### config.mk
export PLATFORM = sky130hd
export DESIGN_NAME = gear_hash_chunk_boundary
export DESIGN_NICKNAME = d
export VERILOG_FILES = /design/src/hdl/ghcb_pkg.sv /design/src/hdl/ghcb_step.sv /design/src/hdl/gear_hash_chunk_boundary.sv
export SDC_FILE = /design/constraint.sdc
export NUM_CORES = 1
export LEC_CHECK = 0
export CAP_MARGIN = 20
export CELL_PAD_IN_SITES_DETAIL_PLACEMENT = 1
export CELL_PAD_IN_SITES_GLOBAL_PLACEMENT = 1
export CORE_MARGIN = 1
export CORE_UTILIZATION = 44
export DETAILED_ROUTE_END_ITERATION = 8
export DONT_BUFFER_PORTS = 1
export GPL_ROUTABILITY_DRIVEN = 0
export PLACE_DENSITY_LB_ADDON = 0.1
export SYNTH_ARGS = -nofsm -noshare
export SYNTH_HDL_FRONTEND = slang
export SYNTH_SLANG_ARGS = --single-unit
### constraint.sdc
create_clock -name clk -period 3.9 [get_ports clk]
set_clock_uncertainty 0.1 [all_clocks]
set_input_delay 0.78 -clock clk [delete_from_list [all_inputs] [get_ports clk]]
set_output_delay 0.78 -clock clk [all_outputs]
set_load 0.01 [all_outputs]
### src/hdl/ghcb_pkg.sv
`timescale 1ns / 1ps

package ghcb_pkg;

    // chunk length limits and field widths
    localparam int LENGTH_LIMIT = 65536;
    localparam int LEN_W        = $clog2(LENGTH_LIMIT + 1);
    localparam int HASH_W       = 32;
    localparam int MASK_W       = 5;
    localparam int BYTE_W       = 8;
    localparam int CFG_DATA_W   = 17;
    localparam int CFG_INDEX_W  = 2;
    localparam int GEAR_DEPTH   = 96;
    localparam int GEAR_IDX_W   = $clog2(GEAR_DEPTH);

    // reset values of the configuration registers
    localparam logic [CFG_DATA_W-1:0] MIN_LENGTH_RST = CFG_DATA_W'(2048);
    localparam logic [CFG_DATA_W-1:0] MAX_LENGTH_RST = CFG_DATA_W'(65536);
    localparam logic [MASK_W-1:0]     MASK_BITS_RST  = MASK_W'(13);

    // configuration register indexes
    typedef enum logic [CFG_INDEX_W-1:0] {
        REG_MIN_LENGTH = 2'd0,
        REG_MAX_LENGTH = 2'd1,
        REG_MASK_BITS  = 2'd2
    } cfg_reg_t;

    // configuration as seen by the step logic
    typedef struct packed {
        logic [CFG_DATA_W-1:0] min_length;
        logic [CFG_DATA_W-1:0] max_length;
        logic [MASK_W-1:0]     mask_bits;
    } cfg_t;

    // outcome of one byte
    typedef struct packed {
        logic [HASH_W-1:0] hash;
        logic [LEN_W-1:0]  length;
        logic              ends;
    } step_t;

    // gear table, listed words only; higher byte values map to zero
    localparam logic [HASH_W-1:0] GEAR_LUT [GEAR_DEPTH] = '{
        32'h85e1875e, 32'hd5c7a3d2, 32'h8e6e9a41, 32'hb9f8c673, 32'h3e5a1d4c, 32'h71b2e8f9,
        32'h4a8d3f67, 32'hc2e5a19b, 32'h5f3d7c82, 32'h94a6b1e3, 32'h6d2f4895, 32'he1c7b3a8,
        32'h2b89f4d6, 32'ha73e61c5, 32'h58d4f2b9, 32'hc1e7a384, 32'h96b52d4f, 32'h43a8e761,
        32'h8d2f5c93, 32'hb4e1a7d6, 32'h6f9c3482, 32'he2a5d1b7, 32'h38b4f6e9, 32'h7d1ca543,
        32'h95e2b8f4, 32'h4a67c3d1, 32'hd8f3e5a2, 32'h61b94c87, 32'hb2d4a695, 32'h3e87f1c4,
        32'ha54c2d86, 32'h79e1b3f5, 32'hc6a84d92, 32'h53d7f1e8, 32'h8b42a6c3, 32'h2ef5d917,
        32'ha1c87b34, 32'hd469e2f5, 32'h87b3a1c6, 32'h5e2d94f8, 32'hb1c47a36, 32'h3d8ef2a5,
        32'h69a5c4d7, 32'he2f81b43, 32'h47c3a6d9, 32'h95b2e8f1, 32'h68d4a3c7, 32'hb3e1f5a2,
        32'h2a96c4d8, 32'hd1f5b3a7, 32'h84e2c693, 32'h57a9b3d4, 32'hc8d1e5f6, 32'h3b64a2c9,
        32'h92f7e4b1, 32'h6da5c384, 32'he4b8f1d2, 32'h73a2c5e6, 32'h58d4f1a9, 32'hb6e3c2d7,
        32'h2f95a4c8, 32'ha1d7e3b6, 32'hd8c4f5a2, 32'h47b6e1c3, 32'h93a2d5f4, 32'h65c8b1e7,
        32'he2f4a3d9, 32'h3b87c6a5, 32'h71d9e2f4, 32'ha4c6b5e8, 32'h5e2a3d7f, 32'hc8b1d4e6,
        32'h96f3a2c5, 32'h4d87e1b6, 32'hb5c2f3a8, 32'h27e9d4c1, 32'h6a3f5b82, 32'hd1c4e7a5,
        32'h89b6f2d3, 32'h54e1a3c7, 32'h38f5d9b6, 32'hc2a7e4d8, 32'h7b34c1a5, 32'he6d9f2b3,
        32'h91a5c8e4, 32'h46b7d2f3, 32'hd3e8a5c1, 32'h6a29f4b7, 32'h85c4d6e3, 32'h37b1a9f5,
        32'hb8e2c4d6, 32'h5f93a1c7, 32'hc4d7e6b2, 32'h2a85f3d1, 32'h96e4b7a3, 32'h71c8d5f6
    };

    function automatic logic [HASH_W-1:0] gear_of(input logic [BYTE_W-1:0] b);
        logic [HASH_W-1:0] word;
        word = '0;
        if (b < BYTE_W'(GEAR_DEPTH))
        begin
            word = GEAR_LUT[b[GEAR_IDX_W-1:0]];
        end
        return word;
    endfunction

endpackage

### src/hdl/ghcb_step.sv
`timescale 1ns / 1ps

module ghcb_step (
    input  ghcb_pkg::cfg_t                 cfg,
    input  logic [ghcb_pkg::HASH_W-1:0]    hash,
    input  logic [ghcb_pkg::LEN_W-1:0]     count,
    input  logic [ghcb_pkg::BYTE_W-1:0]    data_byte,
    input  logic                           stream_end,
    output ghcb_pkg::step_t                step
);
    import ghcb_pkg::*;

    logic [HASH_W-1:0] hash_new;
    logic [HASH_W-1:0] mask;
    logic [LEN_W-1:0]  len;
    logic              hash_hit;
    logic              forced;

    // rolling gear hash update, modulo 2^32
    assign hash_new = {hash[HASH_W-2:0], 1'b0} + gear_of(data_byte);

    // low mask_bits ones; zero width tests nothing
    assign mask = ~({HASH_W{1'b1}} << cfg.mask_bits);

    assign len = count + LEN_W'(1);

    // boundary decision
    assign hash_hit = (len >= LEN_W'(cfg.min_length)) && ((hash_new & mask) == '0);
    assign forced   = (len >= LEN_W'(cfg.max_length)) || (len >= LEN_W'(LENGTH_LIMIT));

    assign step.hash   = hash_new;
    assign step.length = len;
    assign step.ends   = stream_end || forced || hash_hit;

endmodule

### src/hdl/gear_hash_chunk_boundary.sv
`timescale 1ns / 1ps
// throughput: one byte per cycle unless the output stalls; the result is registered
// at input acceptance; hash, length and boundary test settle in one step
// the input side stalls only while a result waits and out_ready is low
// reset (rst_n low, asynchronous): hash and length clear, output goes empty,
// registers return to min_length 2048, max_length 65536, mask_bits 13
module gear_hash_chunk_boundary (
    input  logic                               clk,
    input  logic                               rst_n,
    input  logic                               cfg_write,
    input  logic [ghcb_pkg::CFG_INDEX_W-1:0]   cfg_index,
    input  logic [ghcb_pkg::CFG_DATA_W-1:0]    cfg_data,
    input  logic                               in_valid,
    output logic                               in_ready,
    input  logic [ghcb_pkg::BYTE_W-1:0]        data_byte,
    input  logic                               stream_end,
    output logic                               out_valid,
    input  logic                               out_ready,
    output logic [ghcb_pkg::BYTE_W-1:0]        byte_out,
    output logic                               chunk_last,
    output logic [ghcb_pkg::LEN_W-1:0]         chunk_length
);
    import ghcb_pkg::*;

    cfg_t              cfg_reg;
    logic [HASH_W-1:0] hash_reg;
    logic [HASH_W-1:0] hash_next;
    logic [LEN_W-1:0]  count_reg;
    logic [LEN_W-1:0]  count_next;
    logic              out_valid_reg;
    logic [BYTE_W-1:0] byte_reg;
    logic              last_reg;
    logic [LEN_W-1:0]  length_reg;
    step_t             step;
    logic              in_fire;

    // configuration registers
    always_ff @(posedge clk or negedge rst_n)
    begin
        if (!rst_n)
        begin
            cfg_reg.min_length <= MIN_LENGTH_RST;
            cfg_reg.max_length <= MAX_LENGTH_RST;
            cfg_reg.mask_bits  <= MASK_BITS_RST;
        end
        else if (cfg_write)
        begin
            case (cfg_reg_t'(cfg_index))
                REG_MIN_LENGTH: cfg_reg.min_length <= cfg_data;
                REG_MAX_LENGTH: cfg_reg.max_length <= cfg_data;
                REG_MASK_BITS:  cfg_reg.mask_bits  <= cfg_data[MASK_W-1:0];
                default:        ;
            endcase
        end
    end

    // hash and boundary logic for the incoming item
    ghcb_step u_step (
        .cfg        (cfg_reg),
        .hash       (hash_reg),
        .count      (count_reg),
        .data_byte  (data_byte),
        .stream_end (stream_end),
        .step       (step)
    );

    // take a new item whenever the output register is free or being drained
    assign in_ready = !out_valid_reg || out_ready;
    assign in_fire  = in_valid && in_ready;

    // chunk state update
    always_comb
    begin
        hash_next  = hash_reg;
        count_next = count_reg;
        if (in_fire)
        begin
            priority if (stream_end)
            begin
                hash_next  = '0;
                count_next = '0;
            end
            else if (step.ends)
            begin
                hash_next  = step.hash;
                count_next = '0;
            end
            else
            begin
                hash_next  = step.hash;
                count_next = step.length;
            end
        end
    end

    always_ff @(posedge clk or negedge rst_n)
    begin
        if (!rst_n)
        begin
            hash_reg      <= '0;
            count_reg     <= '0;
            out_valid_reg <= 1'b0;
        end
        else
        begin
            hash_reg  <= hash_next;
            count_reg <= count_next;
            if (in_fire)
            begin
                out_valid_reg <= 1'b1;
            end
            else if (out_ready)
            begin
                out_valid_reg <= 1'b0;
            end
        end
    end

    // result register
    always_ff @(posedge clk)
    begin
        if (in_fire)
        begin
            byte_reg   <= data_byte;
            last_reg   <= step.ends;
            length_reg <= step.length;
        end
    end

    assign out_valid    = out_valid_reg;
    assign byte_out     = byte_reg;
    assign chunk_last   = last_reg;
    assign chunk_length = length_reg;

    // the last byte of a stream restarts hash and length
    a_stream_restart: assert property (@(posedge clk) disable iff (!rst_n)
        in_valid && in_ready && stream_end |=> hash_reg == '0 && count_reg == '0)
        else $error("state not cleared after stream end");

    // a chunk never grows past the length limit
    a_limit_ends: assert property (@(posedge clk) disable iff (!rst_n)
        out_valid && chunk_length >= LEN_W'(LENGTH_LIMIT) |-> chunk_last)
        else $error("chunk ran past the length limit");

    // a forwarded item always carries a nonzero length
    a_length_nonzero: assert property (@(posedge clk) disable iff (!rst_n)
        out_valid |-> chunk_length != '0)
        else $error("zero chunk length on output");

    // open chunk length stays below the limit
    a_count_bound: assert property (@(posedge clk) disable iff (!rst_n)
        count_reg < LEN_W'(LENGTH_LIMIT))
        else $error("open chunk length out of range");

endmodule

==> results.ini, run 1 <==
[synthesis]
synthArstFlopShare_pct=77.0
ys_top_cells_by_area=dfrtp_1 18%, ha_1 8.4%, a21oi_1 6.8%
synth_top_area_share_pct=17.9
syn_inst=1534
seq_area_frac_synth_pct=25.9
synth_edf_count=26
ys_types=76
synthFlopType=dfrtp_1
yosys_warnings=0
ys_ff_latch=113
syn_nets=1645
netlist_area_mm2=0.0115
synth_area_per_cell_um2=7.47
synth_top_area_cell=dfrtp_1

[clocking]
cts_made_buffers=17
htreeDepth=4
clockBufferDepth=2
cts_root_buffer=clkbuf_16
cts.sinks=113

[floorplanning]
die_w_um=163
initial_core_util_pct=45.2
io-pin-count=61
die_height_um=163
rows=58

[run_status]
haltStage=global routing (5_1_grt)
status=did not finish
error=[ERROR GRT-0232] Routing congestion too high. Check the congestion heatmap in the GUI.

[placement]
portBuffers=0
hpwl_um=42700

[global_route]
track_usage_pct=77.6
grt-ovfl-total=96
grt_max_degree=191

[cells in the mapped netlist (16+ instances only)]
cell type	instances
o22ai_1	16
nand2b_1	24
xnor2_1	27
nand3_1	48
ha_1	77
edfxtp_1	26
nand4_1	23
a31oi_1	33
a211oi_1	32
nand2_1	182
a21oi_1	156
nor2_1	132
dfrtp_1	82
o21ai_0	127
clkbuf_1	94
inv_1	64
a22o_1	17
a311oi_1	22
nor3_1	33
o211ai_1	16
a21o_1	18
buf_1	24
mux2_2	24
[metrics by stage]
stage	instance area (µm²)	cells	worst slack [ns]
4_1_cts	16300	2209	-1.26
3_5_place_dp	14700	2149	-2.11
3_3_place_gp	14700	2149	-2.04
2_1_floorplan	11800	1534	-1.25
[timing repair]
action                     4_1_cts
setup buffers                   30
setup endpoints to repair       41
pin swaps                      103
gates resized for setup        186
hold buffers                     1
hold endpoints to repair        82
[metal layers]
layer  overflow  global-route usage [%]
met5          0                    18.0
met1          2                    78.5
met3          1                    61.0
met2         57                    93.5
met4         36                    80.9
[cells by family after synthesis]
family / Yosys count / share of synthesized area (%)
AOI/OAI and AO/OA: 557 / 31.5
xor gates and xnor gates: 40 / 3.06
adders and majority gates: 78 / 8.59
buffers and inverters: 197 / 6.69
DFF: 113 / 25.9
muxes: 31 / 3.41
and+or+nand+nor: 518 / 20.9
==> inputs of run 2 (changes only) <==
CELL_PAD_IN_SITES_DETAIL_PLACEMENT = not set   (was 1)
CELL_PAD_IN_SITES_GLOBAL_PLACEMENT = not set   (was 1)
CORE_UTILIZATION = 30   (was 44)
PLACE_DENSITY_LB_ADDON = 0.15   (was 0.1)
clock period = 5.07 ns   (was 3.9 ns; I/O delays follow)
==> run 2 against run 1 <==
Compared with the run above: the flow now finishes, with violations (negative setup slack); synthesized cell count unchanged; area after synthesis did not move.
==> results.ini, run 2 <==
[timing]
fin_crit_sh_pct=106
slew_headroom_pct=32.0
max_freq_mhz=187
rsz0062_at_grt=yes
min_period_ns=5.35
setup_slack_ns=-0.284
final-setup-viol-count=17
slew_viol_final=0
worst_pin_slew_ns=1.02
hold_viol_final=0

[drt]
detail-route-antenna-nets=0
drt_iter0_drc=1656
vias=14000
vias_per_cell=5.90
wl_per_cell_um=23.0
wl_um=54300
dr.pass1.iters=6
drc=0

[pwr]
pwr-share-clk_pct=28.7
power.total_mw=4.35
ir_drop_uv=236
combPwrFrac_pct=44.1
seqPwrFrac_pct=27.2
p_int_mw=2.68
p_leak_nw=7.18
power.switching_mw=1.66
switching_share_pct=38.2
powerDensity_mw_per_mm2=267

[floorplanning]
core_area_mm2=0.0376
die_height_um=197  ; +21%
die_w_um=197  ; +21%
initial_core_util_pct=30.5  ; -15 points
die_area_mm2=0.0390
rows=71  ; +22%
io-pin-count=61  ; unchanged

[synthesis]
synthFlopType=dfrtp_1
synthArstFlopShare_pct=77.0  ; unchanged
ys_ff_latch=113  ; unchanged
synth_area_per_cell_um2=7.47  ; unchanged
synth_top_area_cell=dfrtp_1
syn_inst=1534  ; unchanged
netlist_area_mm2=0.0115  ; unchanged
syn_nets=1645  ; unchanged
synth.most_common_cell=nand2_1
yosys_warnings=0  ; unchanged
ys_types=76  ; unchanged
synth_top_area_share_pct=17.9  ; unchanged
synth_edf_count=26  ; unchanged
seq_area_frac_synth_pct=25.9  ; unchanged
yosys-top-cells-count=182 x nand2_1, 156 x a21oi_1, 132 x nor2_1, 127 x o21ai_0, 94 x clkbuf_1
ys_top_cells_by_area=dfrtp_1 18%, ha_1 8.4%, a21oi_1 6.8%

[clocking]
path_clk_slew_ns=0.07
cts_hold_buf=0  ; -1
htreeDepth=4  ; unchanged
cts.sinks=113  ; unchanged
cts_root_buffer=clkbuf_16
clk-insertion-delay-late_ns=0.44
cts_tree=built
cts_made_buffers=17  ; unchanged
clockBufferDepth=2  ; unchanged

[global_route]
first_global_vias=13200
grt_max_degree=191
track_usage_pct=27.8
grt_first_pass_wirelength_um=81500
grt_antenna_before_repair=0
grt-ovfl-total=0

[placement]
dp_cells=2304  ; +7.2%
portBuffers=0  ; unchanged
hpwl_um=39500  ; -7.6%
dp_slack_ns=-1.23  ; +0.877 ns

[setup_path]
reg2reg_to=count_reg[7]
worstRegToRegCells=16
crit_type=in -> reg
cp_max_fo=21
r2r_setup_slack_ns=0.54
crit_path_start=data_byte[0]
cp-end-kind=flop
r2r_start=count_reg[1]
crit_arrival_ns=5.57
required_ns=5.28
start_kind=input port

[final_layout]
final_cell_mix=400 x buf_4, 176 x nand2_1, 135 x a21oi_1
finalNonFillerCells=2367
nFillCells=3807
nets=1954
syn_to_final_growth_pct=42.4
layout_commonest_cell=buf_4
layout-drive-gt1-share_pct=33.9
antenna_cells=0
largest_register_ffs=39

[min_path]
hold_class=in -> async

[flow_run]
cap_violations=0

[run_status]
status=complete, but fails checks
violations=negative setup slack

-- run 2: cell counts after synthesis --
No cell type changed its count.
-- run 2: area by class of cell --
type                            instances  area, µm²  share of cell area (%)
Clock buffer                           17        425                    2.61
Clock inverter                         15        166                    1.02
Inverter                               68        289                    1.77
Multi-Input combinational cell       1224       8520                    52.2
Sequential cell                       113       2960                    18.2
Tap cell                              511        639                    3.92
Timing Repair Buffer                  419       3300                    20.3
-- run 2: cell families after synthesis --
family | share of synthesized area (%)
DFF | 25.9
adders and majority gates | 8.59
buffers and inverters | 6.69
muxes | 3.41
xor gates and xnor gates | 3.06
AOI/OAI and AO/OA | 31.5
and+or+nand+nor | 20.9
-- run 2: metal layers --
layer	track usage, %	vias to the layer above	wire (µm)
met2	42.5	773	23600
met5	0	-	0
met4	15.5	0	3110
met1	37.4	6677	23100
met3	4.30	186	4540
li1	-	6318	-
-- run 2: power groups by stage --
stage	Combinational (mW)	Sequential [mW]	Clock, mW
floorplan	0.998	1.14	0
global placement	1.70	1.19	0
detailed placement	1.70	1.19	0
CTS	1.78	1.18	1.28
global route	2.05	1.20	1.31
finish	1.92	1.18	1.25
-- run 2: worst max-delay path by stage --
stage / end / slack (ns) / depth (start not counted)
2_1_floorplan: count_reg[10] / -0.32 / 25
3_3_place_gp: count_reg[5] / -1.25 / 24
3_5_place_dp: count_reg[7] / -1.23 / 26
4_1_cts: count_reg[3] / -0.24 / 27
5_1_grt: count_reg[7] / -0.47 / 26
6_report: count_reg[5] / -0.28 / 27
-- run 2: what timing repair did --
item	in CTS	in global routing
buffers inserted	19	12
pin swaps	42	59
resized for setup	92	87
cloned	1	1
endpoints found under the setup margin	18	17
-- run 2: metrics by stage --
step	hold slack [ns]	utilization, %	instance area (µm²)	setup TNS, ns
after floorplan	0.353	-	11700	-4.86
after global placement	0.372	39.0	14700	-23.07
after detailed placement	0.375	39.0	14700	-22.98
after CTS	0.137	42.1	15800	-3.41
after global routing	0.143	43.4	16300	-7.00
final	0.166	43.4	16300	-3.91
-- run 2: worst max-delay path, cell delays in order --
cell and delay [ns]:
inv_12 0.03, ha_4 0.15, buf_4 0.16, nand2_1 0.09
buf_4 0.14, nand2_2 0.07, a2111o_1 0.42, a21oi_2 0.16
a21oi_1 0.07, a21oi_2 0.25, or2_4 0.17, inv_1 0.04
ha_1 0.26, a21o_1 0.18, nand4_1 0.14, nand2_2 0.09
a221o_1 0.38, buf_6 0.15, buf_4 0.15, xnor2_4 0.18
o22ai_1 0.09, a311oi_1 0.33, and4_4 0.28, a31oi_4 0.16
buf_12 0.19, a21oi_2 0.13, o22ai_2 0.09
(Power assumes the default switching activity.)
